--- config.mk ---
export PLATFORM = sky130hd
export DESIGN_NAME = stepper_homing_position_controller_top
export DESIGN_NICKNAME = d
export VERILOG_FILES = /design/src/hdl/shpc_pkg.sv /design/src/hdl/stepper_homing_position_controller_top.sv
export SDC_FILE = /design/constraint.sdc
export NUM_CORES = 1
export LEC_CHECK = 0
export ABC_AREA = 1
export BUFFER_PORTS_ARGS = -buffer_cell sky130_fd_sc_hd__buf_2
export CAP_MARGIN = 20
export CORE_MARGIN = 1
export CORE_UTILIZATION = 45
export DETAILED_ROUTE_END_ITERATION = 10
export PLACE_DENSITY = 0.66
export SLEW_MARGIN = 20
export SYNTH_ARGS = -nofsm -noshare
export SYNTH_HDL_FRONTEND = slang
export SYNTH_SLANG_ARGS = --single-unit
--- constraint.sdc ---
create_clock -name clk -period 6.46 [get_ports clk]
set_input_delay 1.938 -clock clk [delete_from_list [all_inputs] [get_ports clk]]
set_output_delay 1.938 -clock clk [all_outputs]
set_load 0.01 [all_outputs]
--- src/hdl/shpc_pkg.sv ---
// Shared types and constants for the stepper homing position controller.
package shpc_pkg;

	localparam int SLOT_MAX     = 5;
	localparam int POS_W        = 16;
	localparam int TICK_W       = 8;
	localparam int POLL_W       = 6;
	localparam int CFG_IDX_W    = 3;
	localparam int CFG_DATA_W   = 16;
	localparam int OPCODE_W     = 2;
	localparam int SLOT_IDX_W   = 3;

	localparam int DEF_SLOT_COUNT    = 5;
	localparam int DEF_POLL_STEPS    = 50;
	localparam int DEF_POSITION_BITS = 16;

	localparam logic [POS_W-1:0] SLOT_RESET [SLOT_MAX] = '{
		16'd4000, 16'd12000, 16'd20000, 16'd28000, 16'd36000
	};
	localparam logic [TICK_W-1:0] HOMING_TICKS_RESET = 8'd2;
	localparam logic [TICK_W-1:0] MOVE_TICKS_RESET   = 8'd1;
	localparam logic [POS_W-1:0]  BACKOFF_RESET      = 16'd200;

	// configuration register indexes; slots occupy indexes 0 to SLOT_MAX-1
	localparam logic [CFG_IDX_W-1:0] REG_HOMING_TICKS = 3'd5;
	localparam logic [CFG_IDX_W-1:0] REG_MOVE_TICKS   = 3'd6;
	localparam logic [CFG_IDX_W-1:0] REG_BACKOFF      = 3'd7;

	typedef enum logic [OPCODE_W-1:0] {
		OP_TICK    = 2'd0,
		OP_HOME    = 2'd1,
		OP_MOVE    = 2'd2,
		OP_DISABLE = 2'd3
	} opcode_t;

	typedef enum logic [1:0] {
		MODE_IDLE    = 2'd0,
		MODE_SEEK    = 2'd1,
		MODE_BACKOFF = 2'd2,
		MODE_MOVE    = 2'd3
	} mode_t;

	typedef struct packed {
		logic             step_pulse;
		logic             direction;
		logic             driver_on;
		logic [POS_W-1:0] position;
		logic             busy_res;
		logic             aborted;
		logic             finished;
	} result_t;

	function automatic logic [TICK_W-1:0] reload_of(input logic [TICK_W-1:0] ticks);
		return (ticks == '0) ? '0 : ticks - TICK_W'(1);
	endfunction

endpackage

--- src/hdl/stepper_homing_position_controller_top.sv ---
// Step/direction stepper controller with homing: one item in, one result out.
//
// Items arrive on in_valid/in_stall: opcode (tick, home, move to slot,
// disable), slot_index, limit_hit and estop_active. Each accepted item yields
// exactly one result on out_valid/out_stall: step_pulse, direction,
// driver_on, position, busy_res, aborted and finished.
// An accepted item's result is registered in the result register, or in the
// skid register while a result waits. One item can be accepted every cycle
// while in_stall is low; the whole update is done in the cycle of transfer.
// A skid register behind the result register lets the block take one more
// item while a result waits; in_stall rises only when both hold results.
// Configuration uses cfg_valid/cfg_ready with cfg_index and cfg_data and is
// always ready; write only while the block is idle.
// Reset (arst_n low) empties both result registers, returns the controller
// to idle with position zero and the driver off, and loads the default
// slot positions, step intervals and back-off count.
module stepper_homing_position_controller_top #(
	parameter int SLOT_COUNT    = shpc_pkg::DEF_SLOT_COUNT,
	parameter int POLL_STEPS    = shpc_pkg::DEF_POLL_STEPS,
	parameter int POSITION_BITS = shpc_pkg::DEF_POSITION_BITS
) (
	input  logic                            clk,
	input  logic                            arst_n,
	// item input
	input  logic                            in_valid,
	output logic                            in_stall,
	input  logic [shpc_pkg::OPCODE_W-1:0]   opcode,
	input  logic [shpc_pkg::SLOT_IDX_W-1:0] slot_index,
	input  logic                            limit_hit,
	input  logic                            estop_active,
	// result output
	output logic                            out_valid,
	input  logic                            out_stall,
	output logic                            step_pulse,
	output logic                            direction,
	output logic                            driver_on,
	output logic [shpc_pkg::POS_W-1:0]      position,
	output logic                            busy_res,
	output logic                            aborted,
	output logic                            finished,
	// configuration writes
	input  logic                            cfg_valid,
	output logic                            cfg_ready,
	input  logic [shpc_pkg::CFG_IDX_W-1:0]  cfg_index,
	input  logic [shpc_pkg::CFG_DATA_W-1:0] cfg_data
);
	import shpc_pkg::*;

	localparam int SIW = (SLOT_COUNT > 1) ? $clog2(SLOT_COUNT) : 1;

	// configuration registers
	logic [POS_W-1:0]  slot_pos_q [SLOT_COUNT];
	logic [TICK_W-1:0] homing_ticks_q;
	logic [TICK_W-1:0] move_ticks_q;
	logic [POS_W-1:0]  backoff_count_q;

	// controller state
	mode_t                    mode_q, mode_n;
	logic [POSITION_BITS-1:0] pos_q, pos_n;
	logic [POSITION_BITS-1:0] target_q, target_n;
	logic                     dir_q, dir_n;
	logic                     drv_q, drv_n;
	logic [TICK_W-1:0]        cnt_q, cnt_n;
	logic [POLL_W-1:0]        poll_q, poll_n;
	logic [POS_W-1:0]         backoff_q, backoff_n;

	result_t res_n;
	result_t out_q, skid_q;
	logic    out_valid_q, skid_valid_q;
	logic    in_fire, out_fire, out_load, skid_load;

	logic [POS_W-1:0]  slot_sel;
	logic              pulse, abrt, fin;
	logic [POLL_W-1:0] poll_inc;

	assign cfg_ready = 1'b1;
	assign in_stall  = skid_valid_q;
	assign in_fire   = in_valid && !skid_valid_q;
	assign out_fire  = out_valid_q && !out_stall;

	always_ff @(posedge clk or negedge arst_n) begin
		if (!arst_n) begin
			for (int i = 0; i < SLOT_COUNT; i++) begin
				slot_pos_q[i] <= SLOT_RESET[i];
			end
			homing_ticks_q  <= HOMING_TICKS_RESET;
			move_ticks_q    <= MOVE_TICKS_RESET;
			backoff_count_q <= BACKOFF_RESET;
		end else if (cfg_valid && cfg_ready) begin
			unique case (cfg_index)
				REG_HOMING_TICKS: homing_ticks_q  <= cfg_data[TICK_W-1:0];
				REG_MOVE_TICKS:   move_ticks_q    <= cfg_data[TICK_W-1:0];
				REG_BACKOFF:      backoff_count_q <= cfg_data;
				default: begin
					if (32'(cfg_index) < SLOT_COUNT) begin
						slot_pos_q[cfg_index[SIW-1:0]] <= cfg_data;
					end
				end
			endcase
		end
	end

	assign slot_sel = slot_pos_q[slot_index[SIW-1:0]];

	// state register
	always_ff @(posedge clk or negedge arst_n) begin
		if (!arst_n) begin
			mode_q    <= MODE_IDLE;
			pos_q     <= '0;
			target_q  <= '0;
			dir_q     <= 1'b0;
			drv_q     <= 1'b0;
			cnt_q     <= '0;
			poll_q    <= '0;
			backoff_q <= '0;
		end else if (in_fire) begin
			mode_q    <= mode_n;
			pos_q     <= pos_n;
			target_q  <= target_n;
			dir_q     <= dir_n;
			drv_q     <= drv_n;
			cnt_q     <= cnt_n;
			poll_q    <= poll_n;
			backoff_q <= backoff_n;
		end
	end

	// next state and result for the item at the input
	always_comb begin
		mode_n    = mode_q;
		pos_n     = pos_q;
		target_n  = target_q;
		dir_n     = dir_q;
		drv_n     = drv_q;
		cnt_n     = cnt_q;
		poll_n    = poll_q;
		backoff_n = backoff_q;
		pulse     = 1'b0;
		abrt      = 1'b0;
		fin       = 1'b0;
		poll_inc  = poll_q + POLL_W'(1);

		if (opcode == OP_TICK) begin
			if (mode_q != MODE_IDLE) begin
				if (cnt_q != '0) begin
					cnt_n = cnt_q - TICK_W'(1);
				end else if (mode_q == MODE_SEEK) begin
					if (limit_hit) begin
						mode_n    = MODE_BACKOFF;
						dir_n     = 1'b1;
						backoff_n = backoff_count_q;
					end else begin
						pulse  = 1'b1;
						cnt_n  = reload_of(homing_ticks_q);
						poll_n = poll_inc;
					end
				end else if (mode_q == MODE_MOVE) begin
					if (pos_q == target_q) begin
						mode_n = MODE_IDLE;
						fin    = 1'b1;
					end else begin
						pulse  = 1'b1;
						pos_n  = dir_q ? pos_q + POSITION_BITS'(1)
						               : pos_q - POSITION_BITS'(1);
						cnt_n  = reload_of(move_ticks_q);
						poll_n = poll_inc;
					end
				end
				// e-stop is sampled on every POLL_STEPS-th seek or move step
				if (pulse && poll_inc >= POLL_W'(POLL_STEPS)) begin
					poll_n = '0;
					if (estop_active) begin
						drv_n  = 1'b0;
						mode_n = MODE_IDLE;
						abrt   = 1'b1;
					end
				end
				if (mode_n == MODE_BACKOFF && cnt_n == '0 && !pulse) begin
					if (backoff_n == '0) begin
						pos_n  = '0;
						dir_n  = 1'b0;
						mode_n = MODE_IDLE;
						fin    = 1'b1;
					end else begin
						pulse     = 1'b1;
						backoff_n = backoff_n - POS_W'(1);
						cnt_n     = reload_of(homing_ticks_q);
					end
				end
			end
		end else if (mode_q == MODE_IDLE) begin
			unique case (opcode)
				OP_HOME: begin
					drv_n  = 1'b1;
					dir_n  = 1'b0;
					mode_n = MODE_SEEK;
					cnt_n  = '0;
					poll_n = '0;
				end
				OP_MOVE: begin
					if (32'(slot_index) < SLOT_COUNT) begin
						target_n = POSITION_BITS'(slot_sel);
						drv_n    = 1'b1;
						dir_n    = target_n > pos_q;
						cnt_n    = '0;
						poll_n   = '0;
						if (target_n == pos_q) begin
							fin = 1'b1;
						end else begin
							mode_n = MODE_MOVE;
						end
					end
				end
				OP_DISABLE: drv_n = 1'b0;
				default:    ;
			endcase
		end

		res_n.step_pulse = pulse;
		res_n.direction  = dir_n;
		res_n.driver_on  = drv_n;
		res_n.position   = POS_W'(pos_n);
		res_n.busy_res   = mode_n != MODE_IDLE;
		res_n.aborted    = abrt;
		res_n.finished   = fin;
	end

	// result register with skid stage
	assign out_load  = !out_valid_q || out_fire;
	assign skid_load = in_fire && !out_load;

	always_ff @(posedge clk or negedge arst_n) begin
		if (!arst_n) begin
			out_valid_q  <= 1'b0;
			skid_valid_q <= 1'b0;
		end else begin
			if (out_load) begin
				out_valid_q  <= skid_valid_q || in_fire;
				skid_valid_q <= 1'b0;
			end else if (skid_load) begin
				skid_valid_q <= 1'b1;
			end
		end
	end

	always_ff @(posedge clk) begin
		if (out_load) begin
			out_q <= skid_valid_q ? skid_q : res_n;
		end
		if (skid_load) begin
			skid_q <= res_n;
		end
	end

	assign out_valid  = out_valid_q;
	assign step_pulse = out_q.step_pulse;
	assign direction  = out_q.direction;
	assign driver_on  = out_q.driver_on;
	assign position   = out_q.position;
	assign busy_res   = out_q.busy_res;
	assign aborted    = out_q.aborted;
	assign finished   = out_q.finished;

	// a waiting skid entry always sits behind a full result register
	a_skid_behind_out: assert property (@(posedge clk) disable iff (!arst_n)
		skid_valid_q |-> out_valid_q)
		else $error("skid entry without result entry");

	// an abort leaves the driver off and the block idle
	a_abort_stops: assert property (@(posedge clk) disable iff (!arst_n)
		(out_valid_q && out_q.aborted) |-> (!out_q.driver_on && !out_q.busy_res))
		else $error("abort left driver on or run busy");

	// a run never both completes and aborts on one item
	a_abort_xor_finish: assert property (@(posedge clk) disable iff (!arst_n)
		out_valid_q |-> !(out_q.aborted && out_q.finished))
		else $error("aborted and finished together");

	// a finished homing or move returns to idle
	a_finish_idle: assert property (@(posedge clk) disable iff (!arst_n)
		(in_fire && fin) |=> (mode_q == MODE_IDLE))
		else $error("finished item left the controller busy");

endmodule
==> metrics.txt <==
status completed; H-tree depth 1; n_diodes 0; # nets final 1722; post-synth cell types 55; first-pass GRT wire length 53.01 mm; worst-case clock skew 26.77 ps; Bufs and invs on worst path 2; CTS sink count 224; Syn Area/Cell 7.854 sq um; crit path cell chain buf_2 > inv_1 > o21ai_0 > o22ai_1 > nand2_1 > nand2_1 > ha_1 > nand4_1 > nor4_1 > nor2_1 > nand2_1 > a21oi_1 > a31oi_1 > nand3_2 > nand2_1 > nand2_1; Post-synth EDFFs 44; setup tns final 0 ps; worst hold endpoint backoff_q[7]; final setup fails 0; initial antenna violation count 0; Max IR drop VDD 0.1779 mV; final wirelength 32.12 mm; critical path's most frequent cell nand2_1; unrepaired setup endpoints after global routing false; hold path start backoff_q[7]; Core Box Area 27860 sq um; total track usage 22.88%; synthesized cell area 12750 sq um; # IOs 56; vias in the first global route 9983; Slew Viols, Final 0; clock-pin slew on the worst setup and hold paths 60 ps; highest clock rate 199.7 MHz; Hold WC Path Type reg -> reg; pin slew with the least headroom to its limit 1068 ps; Crit Path Class in -> reg; slew margin rel. 28.64%; post-CTS resize count 0; remaining global-route overflow 0; post-synthesis sequential area ratio 46.04%; Final Hold Viols 0; worst hold stages 2; hold_buf cts 0; pwr dens 446.5 nW/um^2; CTS max path bufs 3; Primary FF master, synth dfrtp_1; post-route ant nets 0; post-DR wirelength/cell 15.70 um; Post-CTS Setup Inserts 0; FF+latch count, synth 224; CP startpoint slot_index[0]; FF-to-FF setup slack 2460 ps; Mapped Cells 1623; final period demand of the worst path 5009 ps; Critical Path End Type flip-flop; synth top area cells dfrtp_1, nand2_1, edfxtp_1, dfstp_2, o21ai_0; RR Startpoint cnt_q[0]; FILL cells 2652; largest delay contributor family on the critical path simple AND/OR/NAND/NOR gates; slowest cell delay on critical path 570 ps; post-synth top area share 28.46%; worst path required time 6740 ps; synth warn 0; clock buffer count from CTS 25; met2 Use GR 33.96%; slowest CP cell nor4_1; top cells by count, synth nand2_1, o21ai_0, dfrtp_1, inv_1, nor2_1; # DRC 0; Clock Root Buffer clkbuf_16; Yosys top cell by area dfrtp_1; routed via count 10870; DIE AREA 29000 sq um; busiest grt layer met1; Post-Syn Nets 1697; initial drt markers 901; drt pass-1 iters 5; reg2reg end cnt_q[4]; Clock Latency Late Sink 540 ps; DP HPWL 22.52 mm; port bufs 54; count leader, synth nand2_1; Die H 170.3 um; layout cell share with drive strength beyond 1 13.08%; pin count of the biggest net entering global routing 100; grt met3 use 2.791%; CP Launch Type input pin; die width 170.3 um; max_cap viols 0; CTS tree yes; Arr. time, crit path 5290 ps; ys async rst share 80.36%; total power draw 0.006322 W; worst r2r path cells 16; GR Util met1 35.18%; routed vias/inst 5.315; Synth-to-Final Area Change 11.07%; routability cong. 0.9284; Starting Density 45.76%; CP Max Fanout 34; leak pwr 6.714 nW; num rows 61; Tcrit/Tclk final 77.53%
cells by family after synthesis:
kind of cell	synth area share, %
XOR/XNOR	1.993
AO/OA/AOI/OAI	14.84
adder cells (fa/ha/maj)	4.280
flip-flops	46.04
AND/OR/NAND/NOR	25.27
multiplexers	0.2552
buffers and inverters	7.293
other	0.02942
flip-flops by register name (all words and copies together), names as in the netlist:
| signal | flops |
|---|---|
| busy_res | 1 |
| finished | 1 |
| out_valid | 1 |
| dir_q | 1 |
| move_ticks_q | 8 |
| mode_q | 2 |
| homing_ticks_q | 8 |
| skid_q | 22 |
| step_pulse | 1 |
| poll_q | 6 |
| slot_pos_q | 80 |
| target_q | 16 |
| in_stall | 1 |
| cnt_q | 8 |
| position | 16 |
| driver_on | 1 |
| drv_q | 1 |
| backoff_count_q | 16 |
| aborted | 1 |
| pos_q | 16 |
| backoff_q | 16 |
| direction | 1 |
worst min-delay path: cells and delay by family, from the launching register on:
kind | cells | cell delay [ps]
flops | 1 | 340
simple gates | 2 | 110
layer usage:
layer  up-vias  share of wire [%]
met2       353                 42
met5         -                  0
met1      5056                 51
li1       5423                  -
met3        38                5.6
met4         0                1.9
cell usage in the layout, fill, tap and decap left out, drive strengths merged, types with 2 or more instances in the layout:
master and instances:
edfxtp 44, nand3b 2, o21ai 196, o211ai 4
nor4 2, mux2i 2, dfstp 35, xor2 26
clkbuf 33, xnor2 3, nor2 109, or2 2
bufinv 3, nand3 107, nand4 20, a21oi 76
nor3 13, dfrtp 145, nand2 497, a221o 15
ha 42, clkinv 10, a31oi 10, o21a 4
o22ai 22, buf 63, inv 170
final cells by class:
type	count	area, sq um	share of cell area (%)
clock buffer	33	685.7	4.843
timing repair buffer	63	376.6	2.660
tap	378	473.0	3.340
clock inverter	13	146.4	1.034
sequential	224	5869	41.45
inverter	171	641.9	4.533
multi-input combinational	1163	5966	42.13
how the worst max path moves through the flow:
stage | end | depth (start not counted)
CTS | busy_res | 16
floorplan | busy_res | 17
finish | busy_res | 16
global route | busy_res | 16
global placement | busy_res | 16
detailed placement | busy_res | 16
stage by stage:
step | area [sq um] | utilization, % | hold WS [ps] | cells | setup slack (ps)
final | 14160 | 50.82 | 480.8 | 2045 | 1451
after global routing | 14160 | 50.82 | 504.0 | 2045 | 1026
after CTS | 14130 | 50.71 | 480.9 | 2044 | 1497
after detailed placement | 13290 | 47.72 | 466.4 | 1998 | 951.9
after global placement | 13290 | 47.72 | 462.0 | 1998 | 1075
after floorplan | 12750 | - | 447.8 | 1623 | 1967
report_power, final:
part	total [W]	internal, W	switching, W	leakage [nW]
sequential	0.00214	0.00187	0.000270	2.61
clock	0.00144	0.000866	0.000579	0.408
combinational	0.00274	0.000973	0.00177	3.69
total	0.00632	0.00371	0.00261	6.71
(Power assumes the default switching activity.)
